[src/lru_key_value_cache_assert.svh]
// ----------------------------------------------------------------------------
// lru key-value cache assertion macros
// shared concurrent check helpers for the cache rtl
// ----------------------------------------------------------------------------
`ifndef LRU_KEY_VALUE_CACHE_ASSERT_SVH
`define LRU_KEY_VALUE_CACHE_ASSERT_SVH

// same-cycle implication, disabled while in reset
`define LKV_ASSERT_NOW(lbl, clk, rstn, ante, cons) \
  lbl: assert property (@(posedge clk) disable iff (!rstn) (ante) |-> (cons)) \
    else $error("lru cache check failed");

// next-cycle implication, disabled while in reset
`define LKV_ASSERT_NEXT(lbl, clk, rstn, ante, cons) \
  lbl: assert property (@(posedge clk) disable iff (!rstn) (ante) |=> (cons)) \
    else $error("lru cache check failed");

`endif

[src/lkv_pkg.sv]
// ----------------------------------------------------------------------------
// lkv_pkg
// shared widths, reset values and cell control type of the lru cache
// ----------------------------------------------------------------------------
`timescale 1ns / 1ps

package lkv_pkg;

  localparam int CapW     = 5;
  localparam int KeyW     = 32;
  localparam int ValW     = 31;
  localparam int OutW     = 32;
  localparam int DefSlots = 16;

  localparam logic [CapW-1:0] CapReset = CapW'(16);

  // per-cell control
  typedef struct packed {
    logic cmp;    // capture key match
    logic shift;  // take entry from the neighbor
  } lkv_ctl_t;

endpackage

[src/lkv_if.sv]
// ----------------------------------------------------------------------------
// lkv_if
// valid/ready channels of the lru cache: request, response, capacity write
// ----------------------------------------------------------------------------
`timescale 1ns / 1ps

interface lkv_req_if;
  logic                      valid;
  logic                      ready;
  logic                      func;
  logic [lkv_pkg::KeyW-1:0]  key;
  logic [lkv_pkg::ValW-1:0]  value;

  modport source (output valid, func, key, value, input ready);
  modport sink (input valid, func, key, value, output ready);
endinterface

interface lkv_rsp_if;
  logic                            valid;
  logic                            ready;
  logic                            found;
  logic signed [lkv_pkg::OutW-1:0] read_value;

  modport source (output valid, found, read_value, input ready);
  modport sink (input valid, found, read_value, output ready);
endinterface

interface lkv_cfg_if;
  logic                      valid;
  logic                      ready;
  logic [lkv_pkg::CapW-1:0]  data;

  modport source (output valid, data, input ready);
  modport sink (input valid, data, output ready);
endinterface

[src/lru_key_value_cache.sv]
// ----------------------------------------------------------------------------
// lru_key_value_cache
// a request is accepted in idle, compared in all cells, then applied by the update step (shift)
// no new request is accepted until the update step completes
// a get result waiting in a full output register holds the update step
// reset: store empty, capacity 16, no response pending; no clearing pass
// ----------------------------------------------------------------------------
`timescale 1ns / 1ps
`include "lru_key_value_cache_assert.svh"

module lru_key_value_cache #(
  parameter int SLOTS = lkv_pkg::DefSlots
) (
  input  logic  clk_i,
  input  logic  rst_ni,
  lkv_req_if.sink   req_i,
  lkv_rsp_if.source rsp_o,
  lkv_cfg_if.sink   cfg_i
);

  // slot position in the chain is its recency rank, 0 most recent;
  // valid slots always form a prefix of the chain
  localparam int IdxW = (SLOTS > 1) ? $clog2(SLOTS) : 1;
  localparam int CntW = $clog2(SLOTS + 1);
  localparam int CmpW = (CntW > lkv_pkg::CapW) ? CntW : lkv_pkg::CapW;

  localparam logic [1:0] S_IDLE = 2'd0;
  localparam logic [1:0] S_CMP  = 2'd1;
  localparam logic [1:0] S_UPD  = 2'd2;

  logic [1:0] state_q, state_d;

  // captured request
  logic                     req_func_q;
  logic [lkv_pkg::KeyW-1:0] req_key_q;
  logic [lkv_pkg::ValW-1:0] req_value_q;

  // capacity register and occupancy counter
  logic [lkv_pkg::CapW-1:0] cap_q;
  logic [CntW-1:0]          occ_q, occ_d;
  logic [CmpW-1:0]          eff_cap;
  logic                     full;

  // response register
  logic                     out_valid_q, out_valid_d;
  logic                     out_found_q;
  logic [lkv_pkg::ValW-1:0] out_value_q;

  // chain wiring
  logic [SLOTS-1:0]         cell_valid;
  logic [SLOTS-1:0]         cell_match;
  logic [lkv_pkg::KeyW-1:0] cell_key   [SLOTS];
  logic [lkv_pkg::ValW-1:0] cell_value [SLOTS];
  lkv_pkg::lkv_ctl_t        cell_ctl   [SLOTS];

  logic                     hit;
  logic [IdxW-1:0]          hit_idx;
  logic [lkv_pkg::ValW-1:0] hit_value;
  logic [lkv_pkg::ValW-1:0] head_value;

  logic                     upd_go;      // update step may complete
  logic                     upd_en;      // chain changes this step
  logic [CntW-1:0]          shift_lim;   // cells 0..shift_lim take their neighbor

  // --------------------------------------------------------------------------
  // handshakes
  // --------------------------------------------------------------------------
  assign req_i.ready = (state_q == S_IDLE);
  assign cfg_i.ready = 1'b1;

  assign rsp_o.valid      = out_valid_q;
  assign rsp_o.found      = out_found_q;
  assign rsp_o.read_value = out_found_q ? {1'b0, out_value_q} : '1;

  // get results wait for a free output register; sets never do
  assign upd_go = (state_q == S_UPD) && (req_func_q || !out_valid_q || rsp_o.ready);

  // --------------------------------------------------------------------------
  // sequencer: accept, compare, update
  // --------------------------------------------------------------------------
  always_comb begin
    state_d = state_q;
    case (state_q)
      S_IDLE: if (req_i.valid) state_d = S_CMP;
      S_CMP:  state_d = S_UPD;
      S_UPD:  if (upd_go) state_d = S_IDLE;
      default: state_d = S_IDLE;
    endcase
  end

  always_ff @(posedge clk_i or negedge rst_ni) begin
    if (!rst_ni) begin
      state_q <= S_IDLE;
    end else begin
      state_q <= state_d;
    end
  end

  always_ff @(posedge clk_i) begin
    if (req_i.valid && req_i.ready) begin
      req_func_q  <= req_i.func;
      req_key_q   <= req_i.key;
      req_value_q <= req_i.value;
    end
  end

  // --------------------------------------------------------------------------
  // capacity, clamped to 1..SLOTS
  // --------------------------------------------------------------------------
  always_ff @(posedge clk_i or negedge rst_ni) begin
    if (!rst_ni) begin
      cap_q <= lkv_pkg::CapReset;
    end else if (cfg_i.valid && cfg_i.ready) begin
      cap_q <= cfg_i.data;
    end
  end

  always_comb begin
    if (cap_q == '0) begin
      eff_cap = CmpW'(1);
    end else if (CmpW'(cap_q) > CmpW'(SLOTS)) begin
      eff_cap = CmpW'(SLOTS);
    end else begin
      eff_cap = CmpW'(cap_q);
    end
  end

  assign full = (CmpW'(occ_q) >= eff_cap);

  // --------------------------------------------------------------------------
  // hit select over the match row
  // --------------------------------------------------------------------------
  lkv_hit_sel #(
    .Slots (SLOTS),
    .IdxW  (IdxW)
  ) u_hit_sel (
    .match_i (cell_match),
    .value_i (cell_value),
    .found_o (hit),
    .idx_o   (hit_idx),
    .value_o (hit_value)
  );

  // --------------------------------------------------------------------------
  // chain update
  // hit (get or set): move hit entry to the head (a set writes its new value), ranks above it age by one
  // new key, not full: all valid entries move down one, chain grows by one
  // new key, full: the last valid entry (least recent) falls off the end
  // get miss: nothing changes
  // --------------------------------------------------------------------------
  assign upd_en     = upd_go && (hit || req_func_q);
  assign head_value = req_func_q ? req_value_q : hit_value;

  always_comb begin
    if (hit) begin
      shift_lim = CntW'(hit_idx);
    end else if (full) begin
      shift_lim = occ_q - 1'b1;
    end else begin
      shift_lim = occ_q;
    end
  end

  always_comb begin
    occ_d = occ_q;
    if (upd_go && req_func_q && !hit && !full) begin
      occ_d = occ_q + 1'b1;
    end
  end

  always_ff @(posedge clk_i or negedge rst_ni) begin
    if (!rst_ni) begin
      occ_q <= '0;
    end else begin
      occ_q <= occ_d;
    end
  end

  for (genvar g = 0; g < SLOTS; g++) begin : g_cell
    logic                     prev_valid;
    logic [lkv_pkg::KeyW-1:0] prev_key;
    logic [lkv_pkg::ValW-1:0] prev_value;

    if (g == 0) begin : g_head
      // head cell is fed by the entry being made most recent
      assign prev_valid = 1'b1;
      assign prev_key   = req_key_q;
      assign prev_value = head_value;
    end else begin : g_body
      assign prev_valid = cell_valid[g-1];
      assign prev_key   = cell_key[g-1];
      assign prev_value = cell_value[g-1];
    end

    assign cell_ctl[g].cmp   = (state_q == S_CMP);
    assign cell_ctl[g].shift = upd_en && (CntW'(g) <= shift_lim);

    lkv_cell u_cell (
      .clk_i        (clk_i),
      .rst_ni       (rst_ni),
      .ctl_i        (cell_ctl[g]),
      .req_key_i    (req_key_q),
      .prev_valid_i (prev_valid),
      .prev_key_i   (prev_key),
      .prev_value_i (prev_value),
      .valid_o      (cell_valid[g]),
      .key_o        (cell_key[g]),
      .value_o      (cell_value[g]),
      .match_o      (cell_match[g])
    );
  end

  // --------------------------------------------------------------------------
  // response register
  // --------------------------------------------------------------------------
  always_comb begin
    out_valid_d = out_valid_q;
    if (upd_go && !req_func_q) begin
      out_valid_d = 1'b1;
    end else if (rsp_o.ready) begin
      out_valid_d = 1'b0;
    end
  end

  always_ff @(posedge clk_i or negedge rst_ni) begin
    if (!rst_ni) begin
      out_valid_q <= 1'b0;
    end else begin
      out_valid_q <= out_valid_d;
    end
  end

  always_ff @(posedge clk_i) begin
    if (upd_go && !req_func_q) begin
      out_found_q <= hit;
      out_value_q <= hit_value;
    end
  end

  // --------------------------------------------------------------------------
  // checks
  // --------------------------------------------------------------------------
  // valid cells and the occupancy counter agree
  `LKV_ASSERT_NOW(a_occ_count, clk_i, rst_ni, 1'b1, $countones(cell_valid) == occ_q)
  // a key lives in at most one valid cell
  `LKV_ASSERT_NOW(a_match_unique, clk_i, rst_ni, state_q == S_UPD, $onehot0(cell_match))
  // occupancy never passes the slot count
  `LKV_ASSERT_NOW(a_occ_bound, clk_i, rst_ni, 1'b1, CmpW'(occ_q) <= CmpW'(SLOTS))
  // a completed get always leaves a response behind
  `LKV_ASSERT_NEXT(a_get_resp, clk_i, rst_ni, upd_go && !req_func_q, out_valid_q)

endmodule

[src/lkv_cell.sv]
// ----------------------------------------------------------------------------
// lkv_cell
// one slot of the recency-ordered chain: valid, key, value and key match
// ----------------------------------------------------------------------------
`timescale 1ns / 1ps

module lkv_cell (
  input  logic                      clk_i,
  input  logic                      rst_ni,
  input  lkv_pkg::lkv_ctl_t         ctl_i,
  input  logic [lkv_pkg::KeyW-1:0]  req_key_i,
  input  logic                      prev_valid_i,
  input  logic [lkv_pkg::KeyW-1:0]  prev_key_i,
  input  logic [lkv_pkg::ValW-1:0]  prev_value_i,
  output logic                      valid_o,
  output logic [lkv_pkg::KeyW-1:0]  key_o,
  output logic [lkv_pkg::ValW-1:0]  value_o,
  output logic                      match_o
);

  logic                     valid_q, valid_d;
  logic                     match_q, match_d;
  logic [lkv_pkg::KeyW-1:0] key_q;
  logic [lkv_pkg::ValW-1:0] value_q;

  always_comb begin
    valid_d = ctl_i.shift ? prev_valid_i : valid_q;
    match_d = ctl_i.cmp ? (valid_q && (key_q == req_key_i)) : match_q;
  end

  always_ff @(posedge clk_i or negedge rst_ni) begin
    if (!rst_ni) begin
      valid_q <= 1'b0;
      match_q <= 1'b0;
    end else begin
      valid_q <= valid_d;
      match_q <= match_d;
    end
  end

  // payload, no reset
  always_ff @(posedge clk_i) begin
    if (ctl_i.shift) begin
      key_q   <= prev_key_i;
      value_q <= prev_value_i;
    end
  end

  assign valid_o = valid_q;
  assign key_o   = key_q;
  assign value_o = value_q;
  assign match_o = match_q;

endmodule

[src/lkv_hit_sel.sv]
// ----------------------------------------------------------------------------
// lkv_hit_sel
// turns the one-hot match row into hit flag, hit position and hit value
// ----------------------------------------------------------------------------
`timescale 1ns / 1ps

module lkv_hit_sel #(
  parameter int Slots = lkv_pkg::DefSlots,
  parameter int IdxW  = (Slots > 1) ? $clog2(Slots) : 1
) (
  input  logic [Slots-1:0]          match_i,
  input  logic [lkv_pkg::ValW-1:0]  value_i [Slots],
  output logic                      found_o,
  output logic [IdxW-1:0]           idx_o,
  output logic [lkv_pkg::ValW-1:0]  value_o
);

  // keys are unique among valid slots, so at most one match: and-or select
  always_comb begin
    idx_o   = '0;
    value_o = '0;
    for (int i = 0; i < Slots; i++) begin
      if (match_i[i]) begin
        idx_o   = idx_o | IdxW'(i);
        value_o = value_o | value_i[i];
      end
    end
  end

  assign found_o = |match_i;

endmodule
[src/flat_wrapper.sv]
// flat-port wrapper written by rule: the top's interface ports become plain ports
module lru_key_value_cache_flat 
#(
  parameter int SLOTS = lkv_pkg::DefSlots
)
  (clk_i, rst_ni, req_i_valid, req_i_func, req_i_key, req_i_value, req_i_ready, rsp_o_valid, rsp_o_found, rsp_o_read_value, rsp_o_ready, cfg_i_valid, cfg_i_data, cfg_i_ready);
  lkv_req_if req_i_i ();
  lkv_rsp_if rsp_o_i ();
  lkv_cfg_if cfg_i_i ();
  input  logic clk_i;
  input  logic rst_ni;
  input wire logic [$bits(req_i_i.valid)-1:0] req_i_valid;
  input wire logic [$bits(req_i_i.func)-1:0] req_i_func;
  input wire logic [$bits(req_i_i.key)-1:0] req_i_key;
  input wire logic [$bits(req_i_i.value)-1:0] req_i_value;
  output wire logic [$bits(req_i_i.ready)-1:0] req_i_ready;
  output wire logic [$bits(rsp_o_i.valid)-1:0] rsp_o_valid;
  output wire logic [$bits(rsp_o_i.found)-1:0] rsp_o_found;
  output wire logic [$bits(rsp_o_i.read_value)-1:0] rsp_o_read_value;
  input wire logic [$bits(rsp_o_i.ready)-1:0] rsp_o_ready;
  input wire logic [$bits(cfg_i_i.valid)-1:0] cfg_i_valid;
  input wire logic [$bits(cfg_i_i.data)-1:0] cfg_i_data;
  output wire logic [$bits(cfg_i_i.ready)-1:0] cfg_i_ready;
  assign req_i_i.valid = req_i_valid;
  assign req_i_i.func = req_i_func;
  assign req_i_i.key = req_i_key;
  assign req_i_i.value = req_i_value;
  assign req_i_ready = req_i_i.ready;
  assign rsp_o_valid = rsp_o_i.valid;
  assign rsp_o_found = rsp_o_i.found;
  assign rsp_o_read_value = rsp_o_i.read_value;
  assign rsp_o_i.ready = rsp_o_ready;
  assign cfg_i_i.valid = cfg_i_valid;
  assign cfg_i_i.data = cfg_i_data;
  assign cfg_i_ready = cfg_i_i.ready;
  lru_key_value_cache #(.SLOTS(SLOTS)) u_core (.clk_i(clk_i), .rst_ni(rst_ni), .req_i(req_i_i), .rsp_o(rsp_o_i), .cfg_i(cfg_i_i));
endmodule
[config.mk]
export PLATFORM = sky130hd
export DESIGN_NAME = lru_key_value_cache_flat
export DESIGN_NICKNAME = d
export VERILOG_FILES = /design/src/lkv_pkg.sv /design/src/lkv_if.sv /design/src/lru_key_value_cache.sv /design/src/lkv_cell.sv /design/src/lkv_hit_sel.sv /design/src/flat_wrapper.sv
export VERILOG_INCLUDE_DIRS = /design/src /design/src/src
export SDC_FILE = /design/constraint.sdc
export NUM_CORES = 1
export LEC_CHECK = 0
export BUFFER_PORTS_ARGS = -buffer_cell sky130_fd_sc_hd__buf_4
export CORE_MARGIN = 2
export CORE_UTILIZATION = 42
export CTS_CLUSTER_SIZE = 10
export DETAILED_ROUTE_END_ITERATION = 8
export PLACE_DENSITY = 0.63
export SYNTH_ARGS = -nofsm -noshare
export SYNTH_HDL_FRONTEND = slang
export SYNTH_SLANG_ARGS = --single-unit
export TNS_END_PERCENT = 5
[constraint.sdc]
create_clock -name clk_i -period 6.2 [get_ports clk_i]
set_input_delay 1.24 -clock clk_i [delete_from_list [all_inputs] [get_ports clk_i]]
set_output_delay 1.24 -clock clk_i [all_outputs]
set_load 0.05 [all_outputs]
# Word level (Yosys, flattened, before mapping)
# Index checks and enable logic that the tools add are counted.
[totals]
wordCells = 221
in_bits = 74
regBits = 1149
[classes]
bitwise = 15
n_reduce_logical = 51
eq_ne = 20
magnitude_cmp = 18
muxes = 42
addsub = 2
[op_table]
columns = ["cell", "n"]
rows = [
  ["31-bit two-way mux", 17],
  ["32-bit == test", 16],
  ["31-bit OR", 15],
  ["4-bit by 5-bit <= comparator with 1-bit output (first input constant)", 8],
  ["1-bit logical AND", 39],
  ["32-bit two-way mux", 1],
  ["4-bit two-way mux", 8],
  ["3-bit by 5-bit <= comparator with 1-bit output (first input constant)", 4],
  ["5-bit two-way mux", 4],
  ["16-bit OR reduction", 1],
  ["3-bit two-way mux", 4],
  ["1-bit by 5-bit <= comparator with 1-bit output (first input constant)", 2],
  ["2-bit by 5-bit <= comparator with 1-bit output (first input constant)", 2],
  ["2-bit two-way mux", 4],
  ["2-bit one-hot mux with 3 select lines", 1],
  ["5-bit by 1-bit adder with 5-bit output (second input constant)", 1],
  ["5-bit greater-or-equal comparator", 1],
  ["5-bit greater-than comparator (second input constant)", 1],
  ["5-bit zero test", 1],
  ["5-bit by 1-bit subtractor with 5-bit output (second input constant)", 1],
  ["1-bit zero test", 4],
  ["1-bit logical OR", 3],
  ["1-bit two-way mux", 3],
  ["2-bit by 1-bit == test with 1-bit output (second input constant)", 1],
  ["6 further kinds", 6],
]

# Longest topological paths before layout
[depth]
word_depth = 32
depth_mapped = 13

# Modules after synthesis
# A second synthesis with hierarchy kept.
[hier_totals]
hier_cells = 2439
area_unflattened_um2 = 44627.8
[by_module_without_submodules]
columns = ["module", "area_per_inst_um2", "cells_per_inst", "seq_area_each_um2", "n_inst"]
rows = [
  ["lkv_cell", 2318.5, 111, 1941.9, 16],
  ["lru_key_value_cache", 4648.2, 312, 3209.3, 1],
  ["lkv_hit_sel", 2884.0, 351, 0.0, 1],
]

# Worst setup path before layout
# Ideal clock, no wire load.
[synth_timing]
path_kind = "reg-to-reg"
startpoint = "reg u_core.cap_q[1] (netlist name)"
endpoint = "reg u_core.g_cell[9].u_cell.valid_q"
synth_period_minus_slack_ns = 5.926
setup_ns = 0.136
n_path_buf = 1
path_stages_with_launch = 13
t_required_ns = 6.064
arrival_ns = 5.790
setup_slack_ns = 0.274
path_cell_list = "dfrtp_1 nor3_1 nor2_1 nor2_1 ha_1 nand2b_1 a31oi_1 o21a_1 buf_4 mux2i_1 a21oi_1 a31oi_1 mux2_1"
[synth_rtl]
columns = ["item", "line", "rtl"]
rows = [
  ["start, declared", "lru_key_value_cache.sv:39", "logic [lkv_pkg::CapW-1:0] cap_q;"],
  ["start signal, assigned", "lru_key_value_cache.sv:112", "cap_q <= lkv_pkg::CapReset;"],
  ["start signal, assigned", "lru_key_value_cache.sv:114", "cap_q <= cfg_i.data;"],
  ["end signal, assigned", "lkv_cell.sv:36", "valid_q <= valid_d;"],
  ["end, declared", "lkv_cell.sv:21", "logic valid_q, valid_d;"],
]

==> results.md <==
- Reg clk slew, reported paths: around 0.05 ns
- Post-DP HPWL: 77.8 mm
- Period utilisation layout: 75.3%
- Crit start category: flop
- Sequential area share after synthesis: 76.9%
- CP endpoint kind: flop
- Post-DR vias/cell: 5.96
- Final net count: 2739
- RSZ-0062 raised after global routing: no
- Setup_tns: 0 ns
- Critical path class: flop to flop
- Ys flop type: edfxtp_1
- Asr flop ratio synth: 3.92%
- Cell area after synthesis: 0.0446 mm²
- DR WL/cell: ~30 µm
- Max frequency: 214 MHz
- Least-Margin Pin Slew: 1.26 ns
- Register area: 0.0343 mm²
- Detailed-route DRC error count: 0
- Row count: about 120
- Leakage: 16.8 nW
- Final setup violation count: 0
- Insertion delay to the later sink of the worst-skew pair: approximately 0.76 ns
- PortBufs: 108
- Pwr per Cell Area: 353 mW/mm²
- Run status: complete, no violations
- CTS Sinks: 1149
- Slew margin rel.: 16.2%
- WP data required: 6.61 ns
- Layout cell share with drive strength beyond 1: between 10% and 20%
- Initial Util: 42.4%
- Max IR drop VDD: about 0.33 mV
- # Post-CTS Setup Buffers: 0
- Syn_nets: about 2.6k
- Largest net degree at the start of global routing: 65
- Synth warnings: 0
- N_diodes: 0
- Routed WL: 123 mm
- Hold crit path type: flop to flop
- Commonest non-fill, non-tap cell in the layout: edfxtp_1
- Longest Clk Path Bufs: 3
- Ports: 110
- First-pass GRT wire length: about 180 mm
- End-of-flow core utilization: 48.6%
- Footprint of the multi-input gates: between 0.009 and 0.01 mm²
- Vias in the first global route: 25.3k
- Cts bufs inserted: 134
- Die footprint: 0.109 mm²
- Number of synthesized flops with an enable pin: 1104
- Flop and latch count out of synthesis: between 1k and 1.5k
- CP max FO: 28
- Final Hold Fails: 0
- Final RePlAce weighted congestion: 0.901
- CTS Hold Bufs: 0
- Syn_area_per_cell: 18.0 µm²
- Min cycle time layout: 4.67 ns
- Remaining antenna violation count: 0
- Root Buffer: clkbuf_16
- CTS tree: done
- Die Y-Extent: 330 µm
- Synth-to-Final Area Change: 14.9%
- # resized after CTS: 0
- Post-route cell area: 0.0512 mm²
- Final Skew: 0.0501 ns
- Filler Cells Inserted: 8583
- Core footprint: between 0.1 and 0.15 mm²
- Synthesized instance count: 2482
- Chip width: about 330 µm
- Most frequent cells in the layout: edfxtp_1 (1104), xor2_1 (369), buf_4 (181)
- Gr usage total: between 20% and 30%
- Distinct cells, synth: 57
- 1st-pass router iterations: 6
- CTS H-tree lvls: 4
- DP Area: 0.0473 mm²
- Max-slew violation count: 0
- Initial antenna violation count: 2
- Total grt overflow: 0
- Design Power: 18.1 mW
- Worst EP arrival: 5.08 ns
- Initial DRC count: approximately 3.1k
- Routed vias: ~25k
- Max-cap violations: 0
logic make-up after synthesis:
kind of cell / count (synthesis) / synth area share, %
flops: 1149 / 76.9
fa+ha+maj: 7 / 0.196
mux: 50 / 1.31
buf+inv: 152 / 1.39
simple gates: 306 / 4.24
xor+xnor: 518 / 10.2
other cells: 1 / 0.00841
compound gates: 299 / 5.80
area by class of cell:
type                            count  share of cell area, %
Sequential cell                  1149                   67.0
Clock inverter                     18                  0.633
Timing Repair Buffer              184                   2.77
Clock buffer                      189                   6.99
Inverter                            8                 0.0660
Multi-Input combinational cell   1181                   19.2
Tap cell                         1391                   3.40
cells in the mapped netlist, types with 6 or more instances:
master | count | area share, %
edfxtp_1 | 1104 | 74
xor2_1 | 369 | 7.2
xnor2_1 | 149 | 2.9
a22o_1 | 140 | 2.8
a221oi_1 | 124 | 2.4
nor4_1 | 102 | 1.4
nand4_1 | 97 | 1.4
clkbuf_1 | 91 | 0.77
dfrtp_1 | 44 | 2.5
mux2_2 | 41 | 1.0
nand2b_1 | 38 | 0.53
buf_1 | 32 | 0.27
nor3_1 | 19 | 0.21
buf_2 | 16 | 0.18
nand2_1 | 14 | 0.12
nor2_1 | 11 | 0.093
a21oi_1 | 7 | 0.079
ha_1 | 7 | 0.20
o21ai_0 | 7 | 0.079
mux2_4 | 6 | 0.20
registers in the layout, indices dropped and copies added (netlist names):
signal,count
u_core.g_cell.u_cell.value_o,496
u_core.g_cell.u_cell.valid_o,16
u_core.req_func_q,1
u_core.cap_q,5
u_core.rsp_o.found,1
u_core.out_value_q,31
u_core.g_cell.u_cell.match_o,16
u_core.g_cell.u_cell.key_o,512
u_core.occ_q,5
u_core.rsp_o.valid,1
u_core.g_cell.prev_key,32
u_core.req_value_q,31
u_core.state_q,2
routing by layer:
metal / routed length (µm) / GRT usage [%] / vias up / part of all wire, %
li1: - / - / 10100 / -
met1: 49000 / 29.5 / 12600 / 40
met2: 58300 / 36.4 / 1542 / 47
met3: 10700 / 4.78 / 295 / 8.7
met4: 5170 / 9.91 / 0 / 4.2
met5: 0 / 0 / - / 0
per-stage QoR:
| step | worst slack [ns] | std cells | hold WS, ns |
|---|---|---|---|
| finish | 1.53 | 4120 | 0.431 |
| global route | 1.28 | 4120 | 0.449 |
| CTS | 1.56 | 4120 | 0.422 |
| detailed placement | 1.59 | 3913 | 0.436 |
| global placement | 1.52 | 3913 | 0.431 |
| floorplan | 0.274 | 2482 | 0.424 |
where the power goes:
group	leakage [nW]	internal [mW]	switching, mW
Clock	1.86	4.04	3.06
Sequential	10.6	9.10	0.349
Combinational	4.31	0.467	1.07
Total	16.8	13.6	4.48
final timing paths:
| path | to | depth (start not counted) | slack (ns) | from |
|---|---|---|---|---|
| min reg2reg | u_core.g_cell[11].u_cell.value_o[22]$_DFFE_PP_ | 0 | 0.43 | u_core.g_cell[10].u_cell.value_o[22]$_DFFE_PP_ |
| max reg2reg | u_core.g_cell[14].u_cell.key_o[1]$_DFFE_PP_ | 12 | 1.53 | u_core.cap_q[1]$_DFFE_PN0P_ |
| max | u_core.g_cell[14].u_cell.key_o[1]$_DFFE_PP_ | 12 | 1.53 | u_core.cap_q[1]$_DFFE_PN0P_ |
| max in group asynchronous | u_core.g_cell[12].u_cell.match_o$_DFFE_PN0N_ | 1 | 4.96 | rst_ni |
| min in group asynchronous | u_core.g_cell[15].u_cell.valid_o$_DFFE_PN0P_ | 1 | 0.59 | rst_ni |
| min | u_core.g_cell[11].u_cell.value_o[22]$_DFFE_PP_ | 0 | 0.43 | u_core.g_cell[10].u_cell.value_o[22]$_DFFE_PP_ |
critical path, stage by stage (launching register included):
cell,delay (ns)
dfrtp_1,0.39
nor3_1,0.19
nor2_1,0.06
nor2_1,0.11
ha_1,0.24
nand2b_1,0.15
a31oi_1,0.22
o21a_1,0.37
xnor2_1,0.13
a21oi_1,0.72
nand2b_1,0.23
o2bb2ai_4,1.03
buf_4,0.49
(Power assumes the default switching activity.)
